[src/hw/rtl/rrm_pkg.sv]
// Types and constants of the run region moments unit.
package rrm_pkg;

   localparam int AREA_OUT_W  = 25;
   localparam int CENT_W      = 20;
   localparam int MOM_W       = 56;
   localparam int RSP_DW      = 240;
   localparam int QUEUE_DEPTH = 4;
   localparam int QPTR_W      = 2;

   typedef struct packed {
      logic ok;
      logic last;
   } rrm_ctl_type;

   typedef enum logic [2:0] {
      FIN_IDLE,
      FIN_MSET,
      FIN_MUL,
      FIN_PREP,
      FIN_LOAD,
      FIN_DIV,
      FIN_SAVE,
      FIN_OUT
   } fin_state_type;

   localparam logic [2:0] MJ_RCA = 3'd0;
   localparam logic [2:0] MJ_RC  = 3'd1;
   localparam logic [2:0] MJ_CSA = 3'd2;
   localparam logic [2:0] MJ_CC  = 3'd3;
   localparam logic [2:0] MJ_RSA = 3'd4;
   localparam logic [2:0] MJ_RR  = 3'd5;

   localparam logic [2:0] DJ_CROW = 3'd0;
   localparam logic [2:0] DJ_CCOL = 3'd1;
   localparam logic [2:0] DJ_MIX  = 3'd2;
   localparam logic [2:0] DJ_CMOM = 3'd3;
   localparam logic [2:0] DJ_RMOM = 3'd4;

endpackage

[src/hw/rtl/rrm_front.sv]
// Input side: accepts run transactions, classifies them and queues them.
module rrm_front
   import rrm_pkg::*;
#(
   parameter int C = 12,
   parameter int DW = 40
) (
   input  logic         clock,
   input  logic         reset,
   input  logic         req_tvalid,
   output logic         req_tready,
   input  logic [DW-1:0] req_tdata,
   input  logic         req_tuser,
   input  logic         req_tlast,
   input  logic         pop,
   output logic         head_valid,
   output logic [C-1:0] head_row,
   output logic [C-1:0] head_first,
   output logic [C-1:0] head_final,
   output rrm_ctl_type  head_ctl
);

   logic [C-1:0]      row_ff [QUEUE_DEPTH];
   logic [C-1:0]      first_ff [QUEUE_DEPTH];
   logic [C-1:0]      final_ff [QUEUE_DEPTH];
   rrm_ctl_type       ctl_ff [QUEUE_DEPTH];
   logic [QPTR_W-1:0] wr_ptr_ff, wr_ptr_in;
   logic [QPTR_W-1:0] rd_ptr_ff, rd_ptr_in;
   logic [QPTR_W:0]   count_ff, count_in;
   logic              push;
   logic              do_pop;
   rrm_ctl_type       ctl_new;

   assign req_tready = (count_ff != (QPTR_W+1)'(QUEUE_DEPTH));
   assign push       = req_tvalid && req_tready;
   assign head_valid = (count_ff != '0);
   assign do_pop     = pop && head_valid;

   assign ctl_new.ok   = req_tuser && (req_tdata[3*C-1:2*C] >= req_tdata[2*C-1:C]);
   assign ctl_new.last = req_tlast;

   assign wr_ptr_in = push ? wr_ptr_ff + 1'b1 : wr_ptr_ff;
   assign rd_ptr_in = do_pop ? rd_ptr_ff + 1'b1 : rd_ptr_ff;
   assign count_in  = count_ff + (QPTR_W+1)'(push) - (QPTR_W+1)'(do_pop);

   always_ff @(posedge clock) begin
      if (reset) begin
         wr_ptr_ff <= '0;
         rd_ptr_ff <= '0;
         count_ff  <= '0;
      end else begin
         wr_ptr_ff <= wr_ptr_in;
         rd_ptr_ff <= rd_ptr_in;
         count_ff  <= count_in;
      end
   end

   always_ff @(posedge clock) begin
      if (push) begin
         row_ff[wr_ptr_ff]   <= req_tdata[C-1:0];
         first_ff[wr_ptr_ff] <= req_tdata[2*C-1:C];
         final_ff[wr_ptr_ff] <= req_tdata[3*C-1:2*C];
         ctl_ff[wr_ptr_ff]   <= ctl_new;
      end
   end

   assign head_row   = row_ff[rd_ptr_ff];
   assign head_first = first_ff[rd_ptr_ff];
   assign head_final = final_ff[rd_ptr_ff];
   assign head_ctl   = ctl_ff[rd_ptr_ff];

endmodule

[config.mk]
export PLATFORM = sky130hd
export DESIGN_NAME = rrm_front
export DESIGN_NICKNAME = d
export VERILOG_FILES = /design/src/hw/rtl/rrm_pkg.sv /design/src/hw/rtl/rrm_front.sv
export SDC_FILE = /design/constraint.sdc
export NUM_CORES = 1
export LEC_CHECK = 0
export BUFFER_PORTS_ARGS = -buffer_cell sky130_fd_sc_hd__buf_2
export CORE_MARGIN = 3
export CORE_UTILIZATION = 55
export DETAILED_ROUTE_END_ITERATION = 8
export PLACE_DENSITY = 0.83
export SLEW_MARGIN = 0
export SYNTH_ARGS = -nofsm -noshare
export SYNTH_HDL_FRONTEND = slang
export SYNTH_SLANG_ARGS = --single-unit
[constraint.sdc]
create_clock -name clock -period 2.7 [get_ports clock]
set_clock_uncertainty 0.2 [all_clocks]
set_input_delay 0.405 -clock clock [delete_from_list [all_inputs] [get_ports clock]]
set_output_delay 0.405 -clock clock [all_outputs]
set_load 0.01 [all_outputs]
# Word level (Yosys, flattened, before mapping)
# Memory sizes are Yosys's and may differ from the RTL's. A register that Yosys moved wholly into a read port is not among the register bits.
# Cells that the tools add are included.
# word_totals
reg_bits,7
ram_bits,152
out_inout_bits,40
memories,4
# classes
add_sub_neg,4
magnitude_cmp,1
n_eq_ne,1
muxes,10
n_reduce_logical,4
# mem_list
name,depth,word_bits,read_ports,rd_ports_with_merged_regs,write_ports,line_no,text
final_ff,4,12,1,1,1,rrm_front.sv:25,logic [C-1:0] final_ff [QUEUE_DEPTH];
first_ff,4,12,1,1,1,rrm_front.sv:24,logic [C-1:0] first_ff [QUEUE_DEPTH];
row_ff,4,12,1,1,1,rrm_front.sv:23,logic [C-1:0] row_ff [QUEUE_DEPTH];
ctl_ff,4,2,1,1,1,rrm_front.sv:26,rrm_ctl_type ctl_ff [QUEUE_DEPTH];
# op_table
op,count
$mux 2,8
$ge 12x12->1,1
$add 2x1->2 const B,2
$add 3x1->3,1
$logic_and 1x1->1,3
$ne 3x3->1 const B,1
$reduce_bool 3->1,1
$sub 3x1->3,1
$mux 1,2

# Logic depth before layout (Yosys ltp)
# depth
depth_word,4
ltp_mapped,11

# Worst setup path after synthesis
# Ideal clock, no wire load.
# synth_path
path_type,register to register
from,register count_ff[1]
to,register count_ff[2]
setup_time_ns,0.126
arrival_time_ns,2.122
required_ns,2.374
setup_slack_ns,0.252
path_stages_with_launch,12
path_buffers,0
synth_period_minus_slack_ns,2.448
cell_sequence,dfxtp_1 -> or3b_4 -> and2_4 -> clkinv_4 -> ha_1 -> inv_1 -> ha_1 -> inv_1 -> fa_1 -> xor2_1 -> xnor2_1 -> nor2_1
# synth_between
elab_chain_len,4
# synth_rtl
element,line_no,text
start: declaration,rrm_front.sv:29,"logic [QPTR_W:0] count_ff, count_in;"
start signal: assignment,rrm_front.sv:54,count_ff <= count_in;
$ne 3x3->1,rrm_front.sv:34,assign req_tready = (count_ff != (QPTR_W+1)'(QUEUE_DEPTH));
named net req_tready,rrm_front.sv:11,"output logic req_tready,"
$logic_and 1x1->1,rrm_front.sv:35,assign push = req_tvalid && req_tready;
$add 3x1->3,rrm_front.sv:44,assign count_in = count_ff + (QPTR_W+1)'(push) - (QPTR_W+1)'(do_pop);
$sub 3x1->3,rrm_front.sv:44,
# The timed path passes the listed nets, and every way through them passes these cells.
# A chain may end at the register's enable or synchronous reset.

# Worst setup path in the final report
# layout_path
from,register count_ff[1]
to,register count_ff[2]
# layout_between
elab_chain_len,4
# layout_rtl
element,line_no
$ne 3x3->1,rrm_front.sv:34
$logic_and 1x1->1,rrm_front.sv:35
$add 3x1->3,rrm_front.sv:44
$sub 3x1->3 *,rrm_front.sv:44
# Every way passes the cells marked *; elsewhere a longest branch is shown, timed or not.

==> reports/metrics.yaml <==
synth:
  ys_ff_latch: 161
  synth_xor_area_share_pct: 0.703
  ys_top_cells_by_area: "edfxtp_1, mux4_2, ha_1"
  yosys.area_share.simple_pct: 2.23
  yosys.area.top_type_share_pct: 73.3
  synth_mux_area_share_pct: 13.7
  syn_inst: 285
  synthArstFlopShare_pct: 0
  synth_edf_count: 152
  synth_cell_types: 30
  synth_compound_area_share_pct: 1.21
  syn-cell-area_mm2: 0.00623
  yosysMostFrequentCell: "edfxtp_1"
  yosysSeqAreaShare_pct: 76.2
  syn-num-nets: 350
  ys_warn_count: 0
  synth_top_family_by_area: "multiplexers"
  ys.flop_type: "edfxtp_1"
  syn_area_per_cell_um2: 21.9
  synth_top_cells_by_count: "edfxtp_1, mux4_2, ha_1"
  synth_top_area_cell: "edfxtp_1"
  synthAdderAreaFrac_pct: 3.94
power_and_ir_drop:
  powerDensity_mw_per_mm2: 929
  vdd_drop_max_uv: 600
  leakage_nw: 2.64
placed_design:
  dp.final_hpwl_um: 6560
  io_buffers: 81
  routabilityCongestion: 0.737
  placed_area_mm2: 0.00682
  preCtsSetupSlack_ps: 143
clock_tree:
  clk_latency_ps: 410
  cts_setup_buffers: 0
  clk_pin_slew_worst_paths_ps: 60
  cts_tree: "done"
  h-tree-depth: 4
  root_buffer: "clkbuf_16"
  cts_buffers: 17
  clockBufferDepth: 2
  clkSinkCount: 161
timing:
  tns_ps: 0
  worstMarginPinSlew_ps: 1030
  setup_violations: 0
  period_minus_slack_ps: 2570
  rsz0062_at_grt: "no"
  hold_violations: 0
  finalCritPeriodShare_pct: 95.3
  fmax_mhz: 389
  setup_slack_ps: 127
  relSlewSlack_pct: 31.5
  maxSlewViolCount: 0
global_routing:
  grt_overflow_total: 0
  grt_start_max_net_pins: 39
  grt_pass1_vias: 3288
  grt_pass1_wl_um: 17500
  antenna_found_initial: 0
  track_usage_pct: 18.8
floorplan:
  dieArea_mm2: 0.0126
  fp.coreArea_mm2: 0.0109
  start_util_pct: 57.0
  num_rows: 38
  io_pins: 86
  die_w_um: 112
  die_h_um: 112
route:
  ant_nets: 0
  viasPerCell: 5.57
  initialDrtViolationCount: 189
  wl_um: 10800
  via_count: 3011
  drc: 0
  wl_per_cell_um: 19.9
  drtPass1Iterations: 4
critical_path:
  start_kind: "register"
  critPathArrivalTime_ps: 2680
  required_ps: 2810
  endpoint_kind: "register"
  worstPathMaxFanout: 6
  critPathKind: "reg2reg"
final_layout:
  multi_input_area_mm2: 0.00136
  area_growth_pct: 19.8
  register_area_mm2: 0.00475
  fillers: 714
  final_cell_area_mm2: 0.00746
  n_antenna_cell: 0
  drive_above_1_share_pct: 41.1
  nNetsFinal: 453
  final_util_pct: 68.3
worst_hold_path:
  min_path_type: "in2reg"
flow_run:
  maxCapViolations: 0
run_status:
  outcome: "finished, final reports clean"
[worst paths after layout]
path | from | end | slack (ps) | cells after the start
min | req_tdata[6] | row_ff[0][6] | 20 | 1
min reg2reg | wr_ptr_ff[1] | wr_ptr_ff[1] | 310 | 2
max | count_ff[1] | count_ff[2] | 130 | 11
max reg2reg | count_ff[1] | count_ff[2] | 130 | 11
[metrics by stage]
stage	cells	hold slack, ps	total power, mW
global placement	500	290	4.75
CTS	541	3.49	7.02
finish	541	21.6	6.94
detailed placement	500	306	4.80
global route	541	0.0126	7.27
floorplan	285	274	4.22
[kinds of logic (layout without fill, tap and decap cells)]
logic type / Yosys count / after routing
xor+xnor: 5 / 5
flops: 161 / 161
fa+ha+maj: 19 / 19
simple gates: 25 / 25
compound gates: 11 / 11
mux: 38 / 38
buf+inv: 26 / 142
[worst max-delay path, cell delays in order, from the launching register on]
cell	delay, ps
dfxtp_1	370
or3b_4	450
and2_4	200
clkinv_4	40
ha_1	210
inv_1	50
ha_1	130
inv_1	50
fa_1	370
xor2_1	200
xnor2_1	150
nor2_1	50
[cell type report]
type | instances | share of cell area [%]
Clock buffer | 17 | 5.70
Clock inverter | 15 | 1.79
Inverter | 17 | 0.922
Multi-Input combinational cell | 98 | 18.2
Sequential cell | 161 | 63.6
Tap cell | 140 | 2.35
Timing Repair Buffer | 93 | 7.44
[where the power goes]
group	switching [mW]	internal [mW]	leakage, nW	total (mW)
registers	0.133	3.05	1.47	3.18
clock network	0.946	1.27	0.267	2.22
logic	0.753	0.781	0.905	1.53
[cells in the final DEF (no fill, tap or decap), drive strengths merged, types with 2 or more instances in the layout]
cell / instances
clkbuf: 17
edfxtp: 152
dfxtp: 9
and3: 4
clkinv: 8
dlygate4sd3: 9
ha: 18
inv: 20
clkinvlp: 3
xnor2: 3
nor2: 7
o31ai: 2
a21oi: 5
nand2: 5
xor2: 2
nor2b: 2
nand3: 3
buf: 84
mux4: 38
[sequential cells by signal, indices dropped and copies added (netlist names), named ones only]
register   flops
first_ff      48
final_ff      48
wr_ptr_ff      2
row_ff        48
rd_ptr_ff      2
ctl_ff         8
count_ff       3
[layer usage]
layer / wire (um) / share of wire (%) / GRT usage [%] / up-vias
met3: 669 / 6.2 / 7.01 / 28
li1: - / - / - / 1371
met1: 4470 / 42 / 24.1 / 1519
met5: 0 / 0 / 0 / -
met2: 5340 / 50 / 29.2 / 93
met4: 284 / 2.6 / 8.17 / 0
[what timing repair did]
action | 4_1_cts | 5_1_grt
gates resized for setup | 0 | 0
hold endpoints to repair | 35 | 0
hold buffers | 9 | 0
(Power assumes the default switching activity.)
