$ cat config.mk
export PLATFORM = sky130hd
export DESIGN_NAME = rrm_finish
export DESIGN_NICKNAME = d
export VERILOG_FILES = /design/src/hw/rtl/rrm_pkg.sv /design/src/hw/rtl/rrm_finish.sv
export SDC_FILE = /design/constraint.sdc
export NUM_CORES = 2
export LEC_CHECK = 0
export BUFFER_PORTS_ARGS = -buffer_cell sky130_fd_sc_hd__buf_2
export CORE_UTILIZATION = 26
export DETAILED_ROUTE_END_ITERATION = 6
export GPL_TIMING_DRIVEN = 1
export PLACE_DENSITY = 0.52
export SLEW_MARGIN = 0
export SYNTH_ARGS = -nofsm -noshare
export SYNTH_HDL_FRONTEND = slang
export SYNTH_SLANG_ARGS = --single-unit
$ cat constraint.sdc
create_clock -name clock -period 19.79 [get_ports clock]
set_input_delay 0.9895 -clock clock [delete_from_list [all_inputs] [get_ports clock]]
set_output_delay 0.9895 -clock clock [all_outputs]
set_load 0.01 [all_outputs]
$ cat src/hw/rtl/rrm_pkg.sv
// Types and constants of the run region moments unit.
package rrm_pkg;

   localparam int AREA_OUT_W  = 25;
   localparam int CENT_W      = 20;
   localparam int MOM_W       = 56;
   localparam int RSP_DW      = 240;
   localparam int QUEUE_DEPTH = 4;
   localparam int QPTR_W      = 2;

   typedef struct packed {
      logic ok;
      logic last;
   } rrm_ctl_type;

   typedef enum logic [2:0] {
      FIN_IDLE,
      FIN_MSET,
      FIN_MUL,
      FIN_PREP,
      FIN_LOAD,
      FIN_DIV,
      FIN_SAVE,
      FIN_OUT
   } fin_state_type;

   localparam logic [2:0] MJ_RCA = 3'd0;
   localparam logic [2:0] MJ_RC  = 3'd1;
   localparam logic [2:0] MJ_CSA = 3'd2;
   localparam logic [2:0] MJ_CC  = 3'd3;
   localparam logic [2:0] MJ_RSA = 3'd4;
   localparam logic [2:0] MJ_RR  = 3'd5;

   localparam logic [2:0] DJ_CROW = 3'd0;
   localparam logic [2:0] DJ_CCOL = 3'd1;
   localparam logic [2:0] DJ_MIX  = 3'd2;
   localparam logic [2:0] DJ_CMOM = 3'd3;
   localparam logic [2:0] DJ_RMOM = 3'd4;

endpackage

$ cat src/hw/rtl/rrm_finish.sv
// Region result: serial products, serial rounded divisions and the result register.
module rrm_finish
   import rrm_pkg::*;
#(
   parameter int C = 12,
   parameter int F = 8
) (
   input  logic                  clock,
   input  logic                  reset,
   input  logic                  start,
   input  logic [2*C:0]          area,
   input  logic [3*C:0]          rsum,
   input  logic [3*C:0]          csum,
   input  logic [4*C:0]          rsq,
   input  logic [4*C:0]          rcs,
   input  logic [4*C:0]          csq,
   output logic                  busy,
   output logic                  rsp_tvalid,
   input  logic                  rsp_tready,
   output logic                  status,
   output logic [AREA_OUT_W-1:0] region_area,
   output logic [CENT_W-1:0]     centroid_row,
   output logic [CENT_W-1:0]     centroid_col,
   output logic [MOM_W-1:0]      mixed_moment,
   output logic [MOM_W-1:0]      col_moment,
   output logic [MOM_W-1:0]      row_moment
);

   localparam int AW    = 2*C + 1;
   localparam int SW    = 3*C + 1;
   localparam int QW    = 4*C + 1;
   localparam int PW    = 6*C + 2;
   localparam int NW    = PW + F + 1;
   localparam int CW    = (NW > MOM_W + 1) ? NW : MOM_W + 1;
   localparam int CNT_W = $clog2(NW + 1);
   localparam logic [CW-1:0] LIM_CENT = CW'((64'd1 << CENT_W) - 64'd1);
   localparam logic [CW-1:0] LIM_MPOS = CW'((64'd1 << (MOM_W-1)) - 64'd1);
   localparam logic [CW-1:0] LIM_MNEG = CW'(64'd1 << (MOM_W-1));
   localparam logic [CW-1:0] LIM_MOM  = CW'((64'd1 << MOM_W) - 64'd1);

   fin_state_type state_ff, state_in;

   logic [AW-1:0]    a_ff;
   logic [SW-1:0]    rs_ff, cs_ff;
   logic [QW-1:0]    rss_ff, rcs_ff, css_ff;
   logic [PW-1:0]    p_ff [3];
   logic [PW-1:0]    q_ff [3];
   logic [2:0]       job_ff;
   logic [CNT_W-1:0] cnt_ff;
   logic [PW-1:0]    acc_ff, acc_in, xs_ff;
   logic [SW-1:0]    y_ff;
   logic [PW-1:0]    mag_ff;
   logic             neg_ff;
   logic [NW-1:0]    num_ff, quo_ff;
   logic [AW-1:0]    rem_ff;
   logic [AW:0]      rem_sh;
   logic             ge;
   logic [CW-1:0]    quo_ext, lim, sat;

   logic                  status_ff;
   logic [AREA_OUT_W-1:0] area_out_ff;
   logic [CENT_W-1:0]     crow_ff, ccol_ff;
   logic [MOM_W-1:0]      mix_ff, cmom_ff, rmom_ff;

   assign acc_in  = y_ff[0] ? acc_ff + xs_ff : acc_ff;
   assign rem_sh  = {rem_ff, num_ff[NW-1]};
   assign ge      = (rem_sh >= {1'b0, a_ff});
   assign quo_ext = CW'(quo_ff);

   always_comb begin
      unique case (job_ff)
         DJ_CROW, DJ_CCOL: lim = LIM_CENT;
         DJ_MIX:           lim = neg_ff ? LIM_MNEG : LIM_MPOS;
         default:          lim = LIM_MOM;
      endcase
      sat = (quo_ext > lim) ? lim : quo_ext;
   end

   always_comb begin
      state_in = state_ff;
      unique case (state_ff)
         FIN_IDLE: if (start) state_in = (area == '0) ? FIN_OUT : FIN_MSET;
         FIN_MSET: state_in = FIN_MUL;
         FIN_MUL:  if (cnt_ff == '0) state_in = (job_ff == MJ_RR) ? FIN_PREP : FIN_MSET;
         FIN_PREP: state_in = FIN_LOAD;
         FIN_LOAD: state_in = FIN_DIV;
         FIN_DIV:  if (cnt_ff == '0) state_in = FIN_SAVE;
         FIN_SAVE: state_in = (job_ff == DJ_RMOM) ? FIN_OUT : FIN_PREP;
         FIN_OUT:  if (rsp_tready) state_in = FIN_IDLE;
         default:  state_in = FIN_IDLE;
      endcase
   end

   always_comb begin
      busy       = (state_ff != FIN_IDLE);
      rsp_tvalid = (state_ff == FIN_OUT);
   end

   always_ff @(posedge clock) begin
      if (reset) begin
         state_ff <= FIN_IDLE;
      end else begin
         state_ff <= state_in;
      end
   end

   always_ff @(posedge clock) begin
      unique case (state_ff)
         FIN_IDLE: begin
            a_ff        <= area;
            rs_ff       <= rsum;
            cs_ff       <= csum;
            rss_ff      <= rsq;
            rcs_ff      <= rcs;
            css_ff      <= csq;
            job_ff      <= MJ_RCA;
            status_ff   <= (area == '0);
            area_out_ff <= AREA_OUT_W'(area);
            crow_ff     <= '0;
            ccol_ff     <= '0;
            mix_ff      <= '0;
            cmom_ff     <= '0;
            rmom_ff     <= '0;
         end
         FIN_MSET: begin
            acc_ff <= '0;
            cnt_ff <= CNT_W'(SW - 1);
            unique case (job_ff)
               MJ_RCA: begin
                  xs_ff <= PW'(rcs_ff);
                  y_ff  <= SW'(a_ff);
               end
               MJ_RC: begin
                  xs_ff <= PW'(rs_ff);
                  y_ff  <= cs_ff;
               end
               MJ_CSA: begin
                  xs_ff <= PW'(css_ff);
                  y_ff  <= SW'(a_ff);
               end
               MJ_CC: begin
                  xs_ff <= PW'(cs_ff);
                  y_ff  <= cs_ff;
               end
               MJ_RSA: begin
                  xs_ff <= PW'(rss_ff);
                  y_ff  <= SW'(a_ff);
               end
               default: begin
                  xs_ff <= PW'(rs_ff);
                  y_ff  <= rs_ff;
               end
            endcase
         end
         FIN_MUL: begin
            acc_ff <= acc_in;
            xs_ff  <= xs_ff << 1;
            y_ff   <= y_ff >> 1;
            cnt_ff <= cnt_ff - 1'b1;
            if (cnt_ff == '0) begin
               unique case (job_ff)
                  MJ_RCA:  p_ff[0] <= acc_in;
                  MJ_RC:   q_ff[0] <= acc_in;
                  MJ_CSA:  p_ff[1] <= acc_in;
                  MJ_CC:   q_ff[1] <= acc_in;
                  MJ_RSA:  p_ff[2] <= acc_in;
                  default: q_ff[2] <= acc_in;
               endcase
               job_ff <= (job_ff == MJ_RR) ? DJ_CROW : job_ff + 1'b1;
            end
         end
         FIN_PREP: begin
            neg_ff <= 1'b0;
            unique case (job_ff)
               DJ_CROW: mag_ff <= PW'(rs_ff);
               DJ_CCOL: mag_ff <= PW'(cs_ff);
               DJ_MIX: begin
                  if (p_ff[0] < q_ff[0]) begin
                     mag_ff <= q_ff[0] - p_ff[0];
                     neg_ff <= 1'b1;
                  end else begin
                     mag_ff <= p_ff[0] - q_ff[0];
                  end
               end
               DJ_CMOM: mag_ff <= (p_ff[1] < q_ff[1]) ? '0 : p_ff[1] - q_ff[1];
               default: mag_ff <= (p_ff[2] < q_ff[2]) ? '0 : p_ff[2] - q_ff[2];
            endcase
         end
         FIN_LOAD: begin
            num_ff <= (NW'(mag_ff) << F) + NW'(a_ff >> 1);
            rem_ff <= '0;
            quo_ff <= '0;
            cnt_ff <= CNT_W'(NW - 1);
         end
         FIN_DIV: begin
            rem_ff <= ge ? AW'(rem_sh - {1'b0, a_ff}) : AW'(rem_sh);
            quo_ff <= {quo_ff[NW-2:0], ge};
            num_ff <= num_ff << 1;
            cnt_ff <= cnt_ff - 1'b1;
         end
         FIN_SAVE: begin
            unique case (job_ff)
               DJ_CROW: crow_ff <= sat[CENT_W-1:0];
               DJ_CCOL: ccol_ff <= sat[CENT_W-1:0];
               DJ_MIX:  mix_ff  <= neg_ff ? MOM_W'(0) - sat[MOM_W-1:0] : sat[MOM_W-1:0];
               DJ_CMOM: cmom_ff <= sat[MOM_W-1:0];
               default: rmom_ff <= sat[MOM_W-1:0];
            endcase
            job_ff <= job_ff + 1'b1;
         end
         default: begin
         end
      endcase
   end

   assign status       = status_ff;
   assign region_area  = area_out_ff;
   assign centroid_row = crow_ff;
   assign centroid_col = ccol_ff;
   assign mixed_moment = mix_ff;
   assign col_moment   = cmom_ff;
   assign row_moment   = rmom_ff;

endmodule

# Word-level counts from Yosys, hierarchy flattened
# Memories as Yosys holds them, arrays and structs flattened.
# Index checks and enable logic that the tools add are counted.
word_totals:
  output_inout_bits: 236
  memories: 2
  inputBits: 250
  ramBits: 444
  elab_cells: 165
  regBits: 919
memory_table:
  columns: ["name", "words", "width", "read_ports", "rd_clocked_by_memory_dff", "write_ports", "line_no", "rtl"]
  rows:
  - ["p_ff", 3, 74, 3, 0, 1, "rrm_finish.sv:46", "logic [PW-1:0] p_ff [3];"]
  - ["q_ff", 3, 74, 3, 0, 1, "rrm_finish.sv:47", "logic [PW-1:0] q_ff [3];"]
classes:
  n_eq_ne: 21
  n_lt_le_gt_ge: 5
  mux: 77
  n_addsub: 10
  n_reduce_logical: 27
ops:
  columns: ["cell", "n"]
  rows:
  - ["$mux 74", 8]
  - ["$pmux 56 s2", 4]
  - ["$mux 56", 6]
  - ["$pmux 83 s2", 2]
  - ["$pmux 74 s2", 2]
  - ["$pmux 74 s4", 1]
  - ["$reduce_or 74->1", 4]
  - ["$sub 74x74->74", 4]
  - ["$lt 74x74->1", 3]
  - ["$pmux 49 s4", 1]
  - ["$pmux 37 s2", 2]
  - ["$add 82x24->83", 1]
  - ["$gt 83x56->1", 1]
  - ["$pmux 20 s2", 2]
  - ["$add 74x74->74", 1]
  - ["$sub 1x56->56 const A", 1]
  - ["$pmux 25 s2", 1]
  - ["$mux 20", 2]
  - ["$mux 1", 29]
  - ["$ge 26x25->1", 1]
  - ["$logic_not 25->1", 1]
  - ["$mux 25", 1]
  - ["$sub 25x25->25", 1]
  - ["$mux 3", 8]
  - ["other kinds (21)", 53]

# Logic depth before layout (Yosys ltp)
depth:
  word_depth: 9
  ltp_mapped: 26
  mapped_depth_nobuf: 20

# Worst setup path before layout
# No wires, ideal clock.
synth_timing:
  path_kind: "register to register"
  start: "register state_ff[0]"
  end: "register acc_ff[0], enable pin"
  setup_time_ns: 0.732
  path_slack_ns: 10.511
  path_stages_with_launch: 5
  arrival_time_ns: 8.547
  path_buffers: 2
  cell_sequence: "dfxtp_1 -> clkbuf_1 -> clkbuf_1 -> xnor2_1 -> nor2_1"
synth_via:
  elab_chain_cells: 2
  word_cells_on_any_way: 3
  cone_classes: "eq/ne (2); reduce/logical (1)"
synth_rtl:
  columns: ["element", "line_no", "rtl"]
  rows:
  - ["start: declaration", "rrm_finish.sv:41", "fin_state_type state_ff, state_in;"]
  - ["start signal: assignment", "rrm_finish.sv:103", "state_ff <= state_in;"]
  - ["$eq 3x2->1 or $eq 3x1->1 (tied branches)", "rrm_finish.sv:108", "unique case (state_ff)"]
  - ["$reduce_bool 2->1 (no source line) *", null, null]
  - ["end signal: assignment", "rrm_finish.sv:156", "acc_ff <= acc_in;"]
  - ["end: declaration", "rrm_finish.sv:50", "logic [PW-1:0] acc_ff, acc_in, xs_ff;"]
# Mark *: on every way between the ends. The rest lies on a longest branch, timed or not.
# A chain may end at the register's enable or synchronous reset.

# Final worst setup path
layout_timing:
  start: "register job_ff[0]"
  end: "register mix_ff[48], in the netlist mixed_moment[48], data pin"
layout_via:
  elab_chain_cells: 9
  word_cells_on_any_way: 11
  cone_classes: "add/sub (1); order compare (1); eq/ne (2); mux (5); reduce/logical (2)"
layout_rtl:
  columns: ["element", "line_no", "rtl"]
  rows:
  - ["start: declaration", "rrm_finish.sv:48", "logic [2:0] job_ff;"]
  - ["start signal: assignment", "rrm_finish.sv:169", "job_ff <= (job_ff == MJ_RR) ? DJ_CROW : job_ff + 1'b1;"]
  - ["start signal: assignment", "rrm_finish.sv:209", "job_ff <= job_ff + 1'b1;"]
  - ["$eq 3x1->1 or $logic_not 3->1 (tied branches)", "rrm_finish.sv:71", "unique case (job_ff)"]
  - ["$reduce_or 2->1", "rrm_finish.sv:71", null]
  - ["$pmux 56 s2 *", "rrm_finish.sv:71", null]
  - ["$gt 83x56->1", "rrm_finish.sv:76", "sat = (quo_ext > lim) ? lim : quo_ext;"]
  - ["$mux 56 *", "rrm_finish.sv:76", null]
  - ["$sub 1x56->56", "rrm_finish.sv:205", "DJ_MIX: mix_ff <= neg_ff ? MOM_W'(0) - sat[MOM_W-1:0] : sat[MOM_W-1:0];"]
  - ["$mux 56 *", "rrm_finish.sv:205", null]
  - ["$mux 56 *", "rrm_finish.sv:202", "unique case (job_ff)"]
  - ["$pmux 56 s2 *", "rrm_finish.sv:108", null]
  - ["end signal: assignment", "rrm_finish.sv:205", null]
  - ["end: declaration", "rrm_finish.sv:63", "logic [MOM_W-1:0] mix_ff, cmom_ff, rmom_ff;"]
# Mark *: on every way between the ends. The rest lies on a longest branch, timed or not. The select of a mux whose other input is x is not followed.

==> metrics <==
post-synthesis adder-cell area fraction roughly 7.6%; sequential share of the synthesized area ~51%; M2 GR Usage 27.91%; CTS Buf Count 160; unrepaired setup endpoints after global routing no; GPL Wtd Cong just under 1; Seq cells post-synth approximately 1.4k; Max IR drop VDD 146.9 uV; die area slightly above 300000 um^2; first-pass GRT wire length about 420000 um; Async S/R FF share, synth 0%; number of global-route vias before repair around 60k; CP Capture Type register; Synth Area in Compound Gates between 15 and 20%; pre-CTS setup slack approximately 12 ns; Clock Latency Late Sink ~0.86 ns; CP max stage delay slightly below 0.9 ns; synthesized netlist cell count around 7.5k; share of cells above drive strength 1 around an eighth; crit path kind register to register; CTS resizes 0; largest family of logic cells by synthesized area compound AO/OA/AOI/OAI gates; Starting Density a little over a quarter; class of the tightest hold or removal check input port to register; LEAKAGE 35.10 nW; Mapped Area ~80000 um^2; Placed Instances 11.77k; most frequent cells in the layout edfxtp_1, nand2_1, a21oi_1, nor2_1, o21ai_0; nets 8580; outcome finished clean; drt wl/cell approximately 24 um; gr ovfl total 0; GRT Util Overall a little under a fifth; Rel. slew slack 11.13%; fin crit period 7.548 ns; DR iter-0 viols between 6k and 7k; fin. max-slew vios 0; Hold Vio Cnt, Final 0; Req. time, crit path between 20 and 25 ns; met1 Usage GRT between 20% and 30%; Yosys cell types between 90 and 100; syn nets a little over 8k; CTS clk-pin slew, worst paths 0.06 ns; Pwr per Cell Area around 150 nW/um^2; XOR/XNOR Fraction of Synth Area between 4 and 5%; setup_tns 0 ns; achievable frequency 132.5 MHz; Fillers 31.30k; Row Count 202; Synth Area per Inst 10.62 um^2; CTS sink count 1363; Post-CTS Hold Buffers 0; H-Tree Level Count 4; yosys warns 0; mux cell area share after synthesis roughly 2.4%; antenna violations before repair 23; drt drc 0; slack of the critical path 12.24 ns; core area between 300000 and 400000 um^2; most frequent CP cell buf_4; Worst Skew between 0.04 and 0.05 ns; post-CTS setup buffers 0; CP delay by family, top compound AO/OA/AOI/OAI gates; largest net degree at the start of global routing approximately 150; Post-Layout Cell Count ~12k; area of the multi-input gates 35740 um^2; EDFF count, synth between 1k and 1.5k; fin crit share 38.14%; worst path arrival time 8.13 ns; clk root buf clkbuf_16; Port Buffers around 490; Die Width approximately 560 um; worst slew pin tran approximately 1.3 ns; HPWL Detailed 222900 um; CTS tree yes; WP buf/inv 5; post-synthesis simple-gate area fraction around 12%; DRT antenna net count 0; synth-to-layout area growth 15.22%; crit path max fanout between 50 and 60; grt met3 use approximately 2.9%; CP Launch Type register; DRT Wirelength 290200 um; via count ~63k; most common cell after layout, fill and taps aside edfxtp_1; crit path max-delay cell type a2111oi_2; critical path cell sequence inv_1 -> ha_4 -> o31ai_1 -> a21o_1 -> clkinv_1 -> buf_4 -> ha_1 -> nand4_1 -> nor4_1 -> nand3_1 -> a21oi_1 -> o31ai_4 -> a21oi_4 -> buf_4 -> buf_4 -> nand2_1 -> a2111oi_2 -> a41oi_1 -> mux2_2; First-pass DRT Iterations 7; FF+latch area roughly 41000 um^2; total of max-cap violations 0; final setup fails 0; busiest grt layer met2; CTS max path bufs 4; Top Ports around 490; Die Height approximately 560 um; Post-synth top flop edfxtp_1; DR vias/cell 5.228
path summary, 6_finish.rpt:
path                            startpoint          endpoint  slack [ns]  depth (start not counted)
worst min register to register   num_ff[3]         num_ff[4]        0.52                          2
worst max register to register   job_ff[0]  mixed_moment[48]       12.24                         19
worst min-delay path               rsum[3]          rs_ff[3]        0.31                          1
worst max-delay path             job_ff[0]  mixed_moment[48]       12.24                         19
state kept, by name, summed over array words and instances (netlist names), 56 cells and up:
signal / flops
p_ff: 222
q_ff: 222
num_ff: 83
quo_ext: 83
acc_ff: 74
mag_ff: 74
xs_ff: 74
col_moment: 56
mixed_moment: 56
row_moment: 56
cells in the mapped netlist (61+ instances only):
library cell	instances	share of area, %
nor3_1	107	0.67
clkbuf_1	288	1.4
and2_1	124	0.98
xnor2_1	227	2.5
xor2_1	145	1.6
and3_1	148	1.2
ha_1	473	7.4
nand2_1	619	2.9
o21bai_1	107	1.0
nor2_1	541	2.6
nand3_1	117	0.74
a222oi_1	71	0.89
o21ai_0	514	3.2
a31oi_1	111	0.87
o221ai_1	61	0.67
nand4_1	119	0.94
edfxtp_1	1360	51
mux2_2	124	1.8
a21o_1	261	2.5
a21oi_1	591	3.7
inv_1	445	2.1
layer usage:
layer	wire (um)	up-vias
met5	36	-
met4	7683	6
met3	20740	363
met2	126300	2441
met1	135500	31330
li1	-	28870
kinds of logic after synthesis:
logic type / after synthesis
mux: 176
xor+xnor: 372
buf+inv: 815
flops: 1363
simple gates: 2051
compound gates: 2229
fa+ha+maj: 480
worst reg2reg max path: cells and delay by family (launching register included):
| family | cells | cell delay [ns] |
|---|---|---|
| compound gates | 7 | 2.58 |
| fa+ha+maj | 2 | 0.68 |
| buf+inv | 5 | 2.20 |
| flops | 1 | 0.48 |
| mux | 1 | 0.33 |
| simple gates | 4 | 1.02 |
area by class of cell:
cell class                 instances  area share [%]
tap                             4080           5.571
timing repair buffer             569           3.365
inverter                         448           1.852
clock inverter                    87          0.9887
antenna                            9         0.02458
sequential                      1363           44.64
multi-input combinational       5308           39.01
clock buffer                     188           4.554
power by group:
group	leakage (nW)	total [mW]	internal (mW)	switching, mW
Clock	2.47	2.95	1.72	1.24
Sequential	13.0	5.41	4.82	0.596
Combinational	19.7	5.60	1.76	3.85
metrics by stage:
| step | power [mW] | area (um^2) | util, % | hold WS (ns) |
|---|---|---|---|---|
| after floorplan | 8.753 | 79520 | - | 0.4836 |
| after global placement | 10.97 | 86520 | 28.50 | 0.5042 |
| after detailed placement | 11.05 | 86520 | 28.50 | 0.5110 |
| after CTS | 14.04 | 91600 | 30.18 | 0.2450 |
| after global routing | 14.71 | 91610 | 30.18 | 0.2552 |
| final | 13.97 | 91630 | 30.19 | 0.3147 |
Power figures use the tool's default switching activity.
